File: config.mk
export PLATFORM = sky130hd
export DESIGN_NAME = preamble_postamble_frame_receiver_unit
export DESIGN_NICKNAME = d
export VERILOG_FILES = /design/src/ppfr_pkg.sv /design/src/preamble_postamble_frame_receiver_unit.sv
export SDC_FILE = /design/constraint.sdc
export NUM_CORES = 1
export LEC_CHECK = 0
export BUFFER_PORTS_ARGS = -buffer_cell sky130_fd_sc_hd__buf_4
export CORE_MARGIN = 2
export CORE_UTILIZATION = 44
export CTS_CLUSTER_SIZE = 14
export DETAILED_ROUTE_END_ITERATION = 12
export SLEW_MARGIN = 30
export SYNTH_ARGS = -nofsm -noshare
export SYNTH_HDL_FRONTEND = slang
export SYNTH_SLANG_ARGS = --single-unit
File: constraint.sdc
create_clock -name i_clk -period 2.7 [get_ports i_clk]
set_input_delay 0.675 -clock i_clk [delete_from_list [all_inputs] [get_ports i_clk]]
set_output_delay 0.675 -clock i_clk [all_outputs]
set_load 0.03 [all_outputs]
File: src/ppfr_pkg.sv
// Shared types and constants of the preamble/postamble frame receiver.
package ppfr_pkg;

    localparam logic [7:0] PREAMBLE_BYTE  = 8'hFE;
    localparam logic [7:0] POSTAMBLE_BYTE = 8'hFD;
    localparam int unsigned COUNT_W       = 9;
    localparam logic [COUNT_W-1:0] COUNT_MAX = '1;

    typedef enum logic [3:0] {
        EV_PASS      = 4'd0,
        EV_HUNT      = 4'd1,
        EV_HUNT_DROP = 4'd2,
        EV_START     = 4'd3,
        EV_COMMAND   = 4'd4,
        EV_LENGTH    = 4'd5,
        EV_PAYLOAD   = 4'd6,
        EV_OVERFLOW  = 4'd7,
        EV_DONE      = 4'd8
    } t_event;

    typedef struct packed {
        logic [7:0] frame_length;
        logic [7:0] frame_command;
        logic [7:0] payload_index;
        logic [7:0] data_byte;
    } t_result;

endpackage

File: src/preamble_postamble_frame_receiver_unit.sv
// Frame receiver: classifies each received byte and tracks frame state.
//
// Input channel s_axis carries one received byte per transaction. Output
// channel m_axis carries one result per input byte: the event code on
// tuser and the byte, payload index, command and length on tdata.
// The single-bit setup register is written through i_cfg_we/i_cfg_wdata;
// every write also returns the parser to hunting for a preamble.
//
// A byte accepted at a clock edge is registered in the output register, or in
// the skid register while the output register holds a stalled result.
// Throughput is one byte per cycle while s_axis_tready is high.
// A two-entry output stage (result register plus skid register) lets the
// block take a byte while a finished result still waits. When the receiver
// stalls, at most two results are held and then s_axis_tready drops until
// the skid entry drains.
//
// Reset clears setup mode, all parser state and both output entries;
// the block accepts bytes in the first cycle after reset.
module preamble_postamble_frame_receiver_unit
    import ppfr_pkg::*;
#(
    parameter int unsigned BUF_DEPTH = 128
) (
    input  logic        i_clk,
    input  logic        i_rst_n,
    input  logic        i_cfg_we,
    input  logic        i_cfg_wdata,     // setup_mode
    input  logic        s_axis_tvalid,
    output logic        s_axis_tready,
    input  logic [7:0]  s_axis_tdata,    // [7:0] rx_byte
    output logic        m_axis_tvalid,
    input  logic        m_axis_tready,
    output logic [31:0] m_axis_tdata,    // [7:0] data_byte, [15:8] payload_index,
                                         // [23:16] frame_command, [31:24] frame_length
    output logic [3:0]  m_axis_tuser     // [3:0] event_res
);

    localparam int unsigned HP_W = $clog2(BUF_DEPTH + 1);

    logic                r_setup_mode;
    logic                r_in_frame,   n_in_frame;
    logic [HP_W-1:0]     r_hunt_pos,   n_hunt_pos;
    logic [7:0]          r_prev_byte,  n_prev_byte;
    logic [COUNT_W-1:0]  r_count,      n_count;
    logic [7:0]          r_command,    n_command;
    logic [7:0]          r_length,     n_length;

    t_event              w_event;
    logic [7:0]          w_index;
    logic [COUNT_W-1:0]  w_pos;
    t_result             w_result;

    logic                r_out_valid;
    t_result             r_out_data;
    t_event              r_out_event;
    logic                r_skid_valid;
    t_result             r_skid_data;
    t_event              r_skid_event;

    logic                w_accept;
    logic                w_out_free;

    assign s_axis_tready = !r_skid_valid;
    assign w_accept      = s_axis_tvalid && s_axis_tready;
    assign w_out_free    = !r_out_valid || m_axis_tready;

    assign w_pos = r_count - COUNT_W'(2);

    // Per-byte parser update.
    always_comb begin
        n_in_frame  = r_in_frame;
        n_hunt_pos  = r_hunt_pos;
        n_prev_byte = r_prev_byte;
        n_count     = r_count;
        n_command   = r_command;
        n_length    = r_length;
        w_index     = '0;
        w_event     = EV_PASS;
        if (!r_setup_mode) begin
            w_event = EV_PASS;
        end else if (r_in_frame) begin
            if (s_axis_tdata == POSTAMBLE_BYTE && r_count >= COUNT_W'(2)
                    && w_pos == {1'b0, r_length}) begin
                w_event    = EV_DONE;
                n_in_frame = 1'b0;
                n_hunt_pos = '0;
            end else begin
                if (r_count == '0) begin
                    n_command = s_axis_tdata;
                    w_event   = EV_COMMAND;
                end else if (r_count == COUNT_W'(1)) begin
                    n_length = s_axis_tdata;
                    w_event  = EV_LENGTH;
                end else begin
                    w_event = (w_pos < COUNT_W'(BUF_DEPTH)) ? EV_PAYLOAD : EV_OVERFLOW;
                    w_index = w_pos[COUNT_W-1] ? 8'hFF : w_pos[7:0];
                end
                if (r_count != COUNT_MAX) begin
                    n_count = r_count + COUNT_W'(1);
                end
            end
        end else if (r_hunt_pos != '0 && s_axis_tdata == PREAMBLE_BYTE
                     && r_prev_byte == PREAMBLE_BYTE) begin
            w_event    = EV_START;
            n_in_frame = 1'b1;
            n_hunt_pos = '0;
            n_count    = '0;
            n_length   = '0;
        end else if (r_hunt_pos >= HP_W'(BUF_DEPTH)) begin
            w_event    = EV_HUNT_DROP;
            n_hunt_pos = '0;
        end else begin
            w_event     = EV_HUNT;
            n_prev_byte = s_axis_tdata;
            n_hunt_pos  = r_hunt_pos + HP_W'(1);
        end
    end

    always_comb begin
        w_result.data_byte     = s_axis_tdata;
        w_result.payload_index = w_index;
        w_result.frame_command = n_command;
        w_result.frame_length  = n_length;
    end

    always_ff @(posedge i_clk) begin
        if (!i_rst_n) begin
            r_setup_mode <= 1'b0;
            r_in_frame   <= 1'b0;
            r_hunt_pos   <= '0;
            r_prev_byte  <= '0;
            r_count      <= '0;
            r_command    <= '0;
            r_length     <= '0;
        end else if (i_cfg_we) begin
            r_setup_mode <= i_cfg_wdata;
            r_in_frame   <= 1'b0;
            r_hunt_pos   <= '0;
            r_prev_byte  <= '0;
            r_count      <= '0;
        end else if (w_accept) begin
            r_in_frame  <= n_in_frame;
            r_hunt_pos  <= n_hunt_pos;
            r_prev_byte <= n_prev_byte;
            r_count     <= n_count;
            r_command   <= n_command;
            r_length    <= n_length;
        end
    end

    // Output register with a skid entry behind it.
    always_ff @(posedge i_clk) begin
        if (!i_rst_n) begin
            r_out_valid  <= 1'b0;
            r_skid_valid <= 1'b0;
        end else begin
            if (r_skid_valid) begin
                if (m_axis_tready) begin
                    r_out_valid  <= 1'b1;
                    r_skid_valid <= 1'b0;
                end
            end else if (w_accept) begin
                if (w_out_free) begin
                    r_out_valid <= 1'b1;
                end else begin
                    r_skid_valid <= 1'b1;
                end
            end else if (m_axis_tready) begin
                r_out_valid <= 1'b0;
            end
        end
    end

    always_ff @(posedge i_clk) begin
        if (r_skid_valid) begin
            if (m_axis_tready) begin
                r_out_data  <= r_skid_data;
                r_out_event <= r_skid_event;
            end
        end else if (w_accept) begin
            if (w_out_free) begin
                r_out_data  <= w_result;
                r_out_event <= w_event;
            end else begin
                r_skid_data  <= w_result;
                r_skid_event <= w_event;
            end
        end
    end

    assign m_axis_tvalid = r_out_valid;
    assign m_axis_tdata  = r_out_data;
    assign m_axis_tuser  = r_out_event;

endmodule

Word level (Yosys, flattened, before mapping)
Cells that the tools add are included.

Flip-flop bits (word level): 117. Output and inout port bits: 38. Logic and storage cells: 118.

Add/subtract/negate cells: 3. Magnitude comparators: 3. Equality and inequality tests: 11. Muxes and demuxes: 52. Bitwise logic cells: 7. Reduce and logical (&&, ||, !) cells: 23.

Operator list (number): 8-bit 2-to-1 mux (20); 32-bit 2-to-1 mux (4); 9-bit 2-to-1 mux (4); 4-bit 2-to-1 mux (7); 8-bit == test (second input constant) (3); 1-bit 2-to-1 mux (13); 3-bit AND reduction (4); 5-bit AND reduction (2); 9-bit by 1-bit adder with 9-bit output (second input constant) (1); 9-bit by 1-bit == test with 1-bit output (second input constant) (1); 9-bit by 8-bit == test with 1-bit output (1); 9-bit by 2-bit greater-or-equal comparator with 1-bit output (second input constant) (1); 9-bit zero test (1); 9-bit by 8-bit less-than comparator with 1-bit output (second input constant) (1); 9-bit inequality test (second input constant) (1); 9-bit by 2-bit subtractor with 9-bit output (second input constant) (1); 8-bit by 1-bit adder with 8-bit output (second input constant) (1); 8-bit greater-or-equal comparator (second input constant) (1); 2-bit 2-to-1 mux (4); 2-bit nonzero test (4); 8-bit nonzero test (1); 1-bit inverter (7); 1-bit logical AND (5); 2-bit by 1-bit inequality test with 1-bit output (second input constant) (2); 6 further kinds (9).

Logic depth before layout (Yosys ltp)
Depth after elaboration: 11. Gate-level depth with buffers: 10. Gate-level depth less buffers: 8.

Least setup slack after synthesis
OpenSTA, ideal clock, no wires.

Path type: input to register. Start point: in m_axis_tready. End point: reg r_skid_data[0] in the netlist's numbering, enable pin. Data arrival time: 2.384 ns. Data required time: 2.269 ns. Path slack: -0.115 ns. Cell stages on the path: 2. Buffers on the path: 0. Cell sequence: nand2b_1 -> nor2_1.

Longest elaborated chain between the ends: 3.

Ends and longest elaborated chain: from (decl) (line preamble_postamble_frame_receiver_unit.sv:32) `input logic m_axis_tready,`; 1-bit logical OR (line preamble_postamble_frame_receiver_unit.sv:65) `assign w_out_free = !r_out_valid || m_axis_tready;`; 1-bit inverter (no line); 3-bit AND reduction (no line); to (signal assigned) (line preamble_postamble_frame_receiver_unit.sv:185) `r_skid_data <= w_result;`; to (decl) (line preamble_postamble_frame_receiver_unit.sv:57) `t_result r_skid_data;`.

Every way passes these cells. A chain may end at the register's enable or synchronous reset.

Worst setup path in the final report
Start point: reg r_count[1]. End point: reg r_out_data (netlist bit m_axis_tdata[14]) (data pin).

Longest elaborated chain between the ends: 10. Elaborated cells between the ends (all ways): 16.

Ends and longest elaborated chain: from (decl) (line preamble_postamble_frame_receiver_unit.sv:44) `logic [COUNT_W-1:0] r_count, n_count;`; from (signal assigned) (line preamble_postamble_frame_receiver_unit.sv:145) `r_count <= n_count;`; 9-bit by 2-bit subtractor with 9-bit output (line preamble_postamble_frame_receiver_unit.sv:67) `assign w_pos = r_count - COUNT_W'(2);`; 8-bit 2-to-1 mux (line preamble_postamble_frame_receiver_unit.sv:96) `w_index = w_pos[COUNT_W-1] ? 8'hFF : w_pos[7:0];`; 8-bit 2-to-1 mux (line preamble_postamble_frame_receiver_unit.sv:91) `end else if (r_count == COUNT_W'(1)) begin`; 8-bit 2-to-1 mux (line preamble_postamble_frame_receiver_unit.sv:88) `if (r_count == '0) begin`; 8-bit 2-to-1 mux * (line preamble_postamble_frame_receiver_unit.sv:82) `if (s_axis_tdata == POSTAMBLE_BYTE && r_count >= COUNT_W'(2)`; 8-bit 2-to-1 mux * (line preamble_postamble_frame_receiver_unit.sv:81) `end else if (r_in_frame) begin`; 8-bit 2-to-1 mux * (line preamble_postamble_frame_receiver_unit.sv:79) `if (!r_setup_mode) begin`; 32-bit 2-to-1 mux * (line preamble_postamble_frame_receiver_unit.sv:181) `if (w_out_free) begin`; 32-bit 2-to-1 mux * (line preamble_postamble_frame_receiver_unit.sv:180) `end else if (w_accept) begin`; 32-bit 2-to-1 mux * (line preamble_postamble_frame_receiver_unit.sv:175) `if (r_skid_valid) begin`; to (signal assigned) (line preamble_postamble_frame_receiver_unit.sv:177) `r_out_data <= r_skid_data;`; to (signal assigned) (line preamble_postamble_frame_receiver_unit.sv:182) `r_out_data <= w_result;`; to (decl) (line preamble_postamble_frame_receiver_unit.sv:54) `t_result r_out_data;`.

Mark *: on every way between the ends. The rest lies on a longest branch, timed or not. The select of a mux whose other input is x is not followed.

==> summary by stage <==
Logic synthesis
Counting flops and latches in the post-synthesis netlist gives about 120. By area, the combinational part of the netlist is dominated by compound AO/OA/AOI/OAI gates. The predominant post-synthesis flop cell is sky130_fd_sc_hd__edfxtp_1. The area share of the leading cell type in the synthesized netlist is roughly 37%.

The synthesized netlist devotes between 1.5 and 2% of its cell area to adder and majority cells. After synthesis, the most frequently instantiated cells are sky130_fd_sc_hd__edfxtp_1 (72), sky130_fd_sc_hd__nand2_1 (53), sky130_fd_sc_hd__dfxtp_1 (45). The xor and xnor fraction of the mapped netlist area is 1.87%. The instance count of the mapped netlist is roughly 550. The total of warnings raised by yosys is 0. The share of synthesized cell area in and, or, nand and nor gates is 16.9%. The post-synthesis async set-or-reset flop share is 0%. The cell area after synthesis is just under 0.006 sq mm. Sequential elements use 51.9% of the synthesized area. The synthesized net count is between 500 and 600. By area the synthesized netlist is led by sky130_fd_sc_hd__edfxtp_1 (37%), sky130_fd_sc_hd__dfxtp_1 (15%), sky130_fd_sc_hd__mux2i_1 (3.7%). Summing the areas of all compound-gate instances in the mapped netlist gives roughly 17% of the synthesized area.

The count of unique library cells instantiated by Yosys is 64. The most common cell in the synthesized netlist is sky130_fd_sc_hd__edfxtp_1. The number of enable-type register cells in the synthesized netlist is 72. Of all cell types, the one taking the most synthesized area is sky130_fd_sc_hd__edfxtp_1.

After synthesis, the share of cell area in mux cells is under 10%. After synthesis, the mean cell area works out to roughly 11 sq um.

Final layout
0 antenna diodes ended up in the layout. The fraction of layout instances using a drive strength above 1 is 23.9%. After filler insertion, the fill cell instance count of the layout stands at 1,184. Once layout is complete, the utilization of the core stands at between 50% and 60%.

In the final design database the tool counted roughly 630 nets. The final standard cell count with taps included and fillers excluded is 800. The synthesis-to-finish area growth is 22.8%.

Floorplan
The height of the die is ~120 microns. For this design the top-level I/O count stands at 52. The total core area is 0.0132 sq mm.

The floorplan step set the die width to 120 microns. Row generation in the floorplan step produced 42 rows. The starting density of the core is around 45%. The die area is between 0.01 and 0.015 sq mm.

Job
The number of max-cap violations is 0.

Timing
The sum of negative setup slack is 0 ns. At the pin with the least slew margin, the transition time is between 0.6 and 0.7 ns. The number of pins with negative max-slew slack in the final report was 0.

The portion of the clock cycle consumed by the worst path in the final layout is 95.0%. Setup repair after global routing left no endpoint under its margin. The final-report hold violation count is 0. The setup-violating endpoint count in the final report is 0. Based on the critical path, the design can be clocked at up to just under 400 MHz. In this run the tightest slew margin relative to its limit is around three fifths. The worst setup skew after layout is ~0.01 ns. The clock period minus worst slack is about 2.6 ns.

GRT
The total overflow reported by the global router is 0. The first global-routing pass estimated around 23,000 microns of wire. Global routing consumed, over all layers together, between 20% and 30% of the routing resources. The via count of the first global-routing pass is around 4,500. The number of antenna violations at the first check in global routing was 0. The largest net degree at the start of global routing is 56.

Clock network
The clock tree root buffer cell is sky130_fd_sc_hd__clkbuf_16. The clock slew at the register clock pins of the worst setup and hold paths is around 0.05 ns. The number of clock sinks seen by CTS is about 120. Buffers inserted during clock tree synthesis total 17.

The later pin in the worst-skew pair is clocked with a latency of 0.42 ns. The buffer depth of the longest clock path is 2. The CTS tree is yes.

The clock tree synthesis step divided the H-tree into 4 levels. The number of buffers added to fix hold violations after cts is 0.

Place
At the end of routability-driven placement, the weighted congestion stood at between 0.8 and 0.9. The total of buffers placed on input and output ports is ~50. The cell total after placement is roughly 770.

The half-perimeter wire length after detailed placement is roughly 9900 microns.

Power
The peak ir drop on the vdd network is around 0.37 mV. For this design the static power due to leakage is between 0.002 and 0.003 uW. The power per standard cell area is 625 mW/mm^2.

Route
For this run, design rule violations remaining after detail routing come to 0. The via count is 4,588. After detailed routing, the average wire length per cell comes to about 18 microns. The total detailed-routing wirelength is between 10,000 and 15,000 microns. The violation count after the first detailed-routing iteration is just under 500. For this run, the detailed router's first-pass iteration total came to 5.

The ratio of routed vias to standard cells is roughly 5.7. The number of nets with antenna violations after detailed routing is 0.

Worst hold path
The end point of the most critical hold path is r_command[5]. In this run the most critical hold path is launched from r_command[5]. Counting instances, the worst hold path has a depth of 2.

The worst min-delay path class is reg2reg.

Critical path
Walking the worst path, the cells encountered are inv_1 > ha_4 > or4b_1 > a211oi_2 > o21a_2 > o2111a_4 > nor2_1 > a32o_1. STA classifies the critical path endpoint as a flop. The longest individual stage delay on the worst path is around 0.44 ns. Data on the critical path is required at its endpoint by 2.86 ns. The critical path in this run is classified as reg2reg. The launching element type of the critical path is a flop.

The number of cells traversed by the worst register-to-register path is 8. The slowest cell on the critical path is sky130_fd_sc_hd__or4b_1. Data arrives at the worst endpoint at between 2 and 3 ns. The worst register-to-register path ends at m_axis_tdata[14]. The register-to-register setup slack is between 0.1 and 0.15 ns.

The origin of the critical flop-to-flop path is r_count[1]. The maximum net fanout on the critical path is 17.

Outcome
The flow ran to the end, and the final reports show no timing, DRC or antenna violations.
[logic make-up after synthesis]
kind of cell,count (synthesis)
AO/OA/AOI/OAI,130
XOR/XNOR,11
adder cells (fa/ha/maj),9
buffers and inverters,64
flip-flops,117
multiplexers,28
AND/OR/NAND/NOR,188
[placed cells by master, fill, tap and decap left out, drive strengths merged, types with 9 or more instances in the layout]
cell type,Yosys,layout
a22o,17,17
mux2i,22,22
dfxtp,45,45
o21ai,11,11
o31ai,10,10
edfxtp,72,72
a21oi,17,17
and3,9,9
nand3,32,32
buf,17,90
clkbuf,29,21
a41oi,11,11
nand2,53,53
a31oi,11,11
nor3,11,11
inv,18,18
nor2,36,36
o211ai,12,12
nand4,13,13
ha,9,9
[through the flow]
stage | power, uW | cell area (sq um) | hold slack, ns | setup WS, ns
2_1_floorplan | 2160 | 5900 | 0.431 | 0.0872
3_5_place_dp | 2290 | 6570 | 0.452 | 0.0463
6_report | 4530 | 7240 | 0.457 | 0.134
5_1_grt | 4670 | 7240 | 0.479 | 0.00700
4_1_cts | 4560 | 7170 | 0.460 | 0.0191
3_3_place_gp | 2280 | 6570 | 0.440 | 0.107
[worst max path at each step]
stage | startpoint | to | slack [ns] | cells past startpoint
floorplan | r_count[1] | m_axis_tdata[10] | 0.09 | 9
global route | r_count[1] | m_axis_tdata[24] | 0.007 | 9
finish | r_count[1] | m_axis_tdata[14] | 0.13 | 8
detailed placement | r_count[1] | m_axis_tdata[14] | 0.05 | 8
CTS | r_count[1] | m_axis_tdata[14] | 0.02 | 8
global placement | s_axis_tdata[5] | m_axis_tdata[11] | 0.11 | 7
[worst max-delay path, delay by kind of cell (launching register included)]
| kind | cells | cell delay [ns] |
|---|---|---|
| flip-flops | 1 | 0.32 |
| adder cells (fa/ha/maj) | 1 | 0.17 |
| buffers and inverters | 1 | 0.16 |
| AO/OA/AOI/OAI | 4 | 1.04 |
| AND/OR/NAND/NOR | 2 | 0.61 |
[where the power goes]
part	switching, uW	total [uW]	internal, uW
clock network	754	2280	1520
registers	16.8	1960	1940
logic	192	288	96.4
[layer usage]
metal	global-route usage [%]	vias to the layer above	share of wire (%)
li1	-	2190	-
met1	26.4	2240	45
met2	35.1	134	48
met3	5.94	24	5.2
met4	6.91	0	1.9
met5	0	-	0
[flip-flops by register name, indices dropped and copies added, names as in the netlist, 4 cells and up]
signal,count
m_axis_tdata,32
m_axis_tuser,4
r_command,8
r_count,9
r_hunt_pos,8
r_length,8
r_prev_byte,8
r_skid_data,32
r_skid_event,4
[timing repair]
item,4_1_cts,5_1_grt
endpoints found under the setup margin,1,64
gates resized for setup,1,5
cloned,0,1
buffers inserted,0,2
[cell type report]
cell class                      instances  area [sq um]  area share (%)
Sequential cell                       117          3060            42.3
Timing Repair Buffer                   91           726            10.0
Inverter                               18          67.6           0.933
Tap cell                              176           220            3.04
Clock buffer                           20           437            6.03
Clock inverter                         12           160            2.21
Multi-Input combinational cell        366          2570            35.5
No activity file was read; power rests on OpenSTA's default activity.
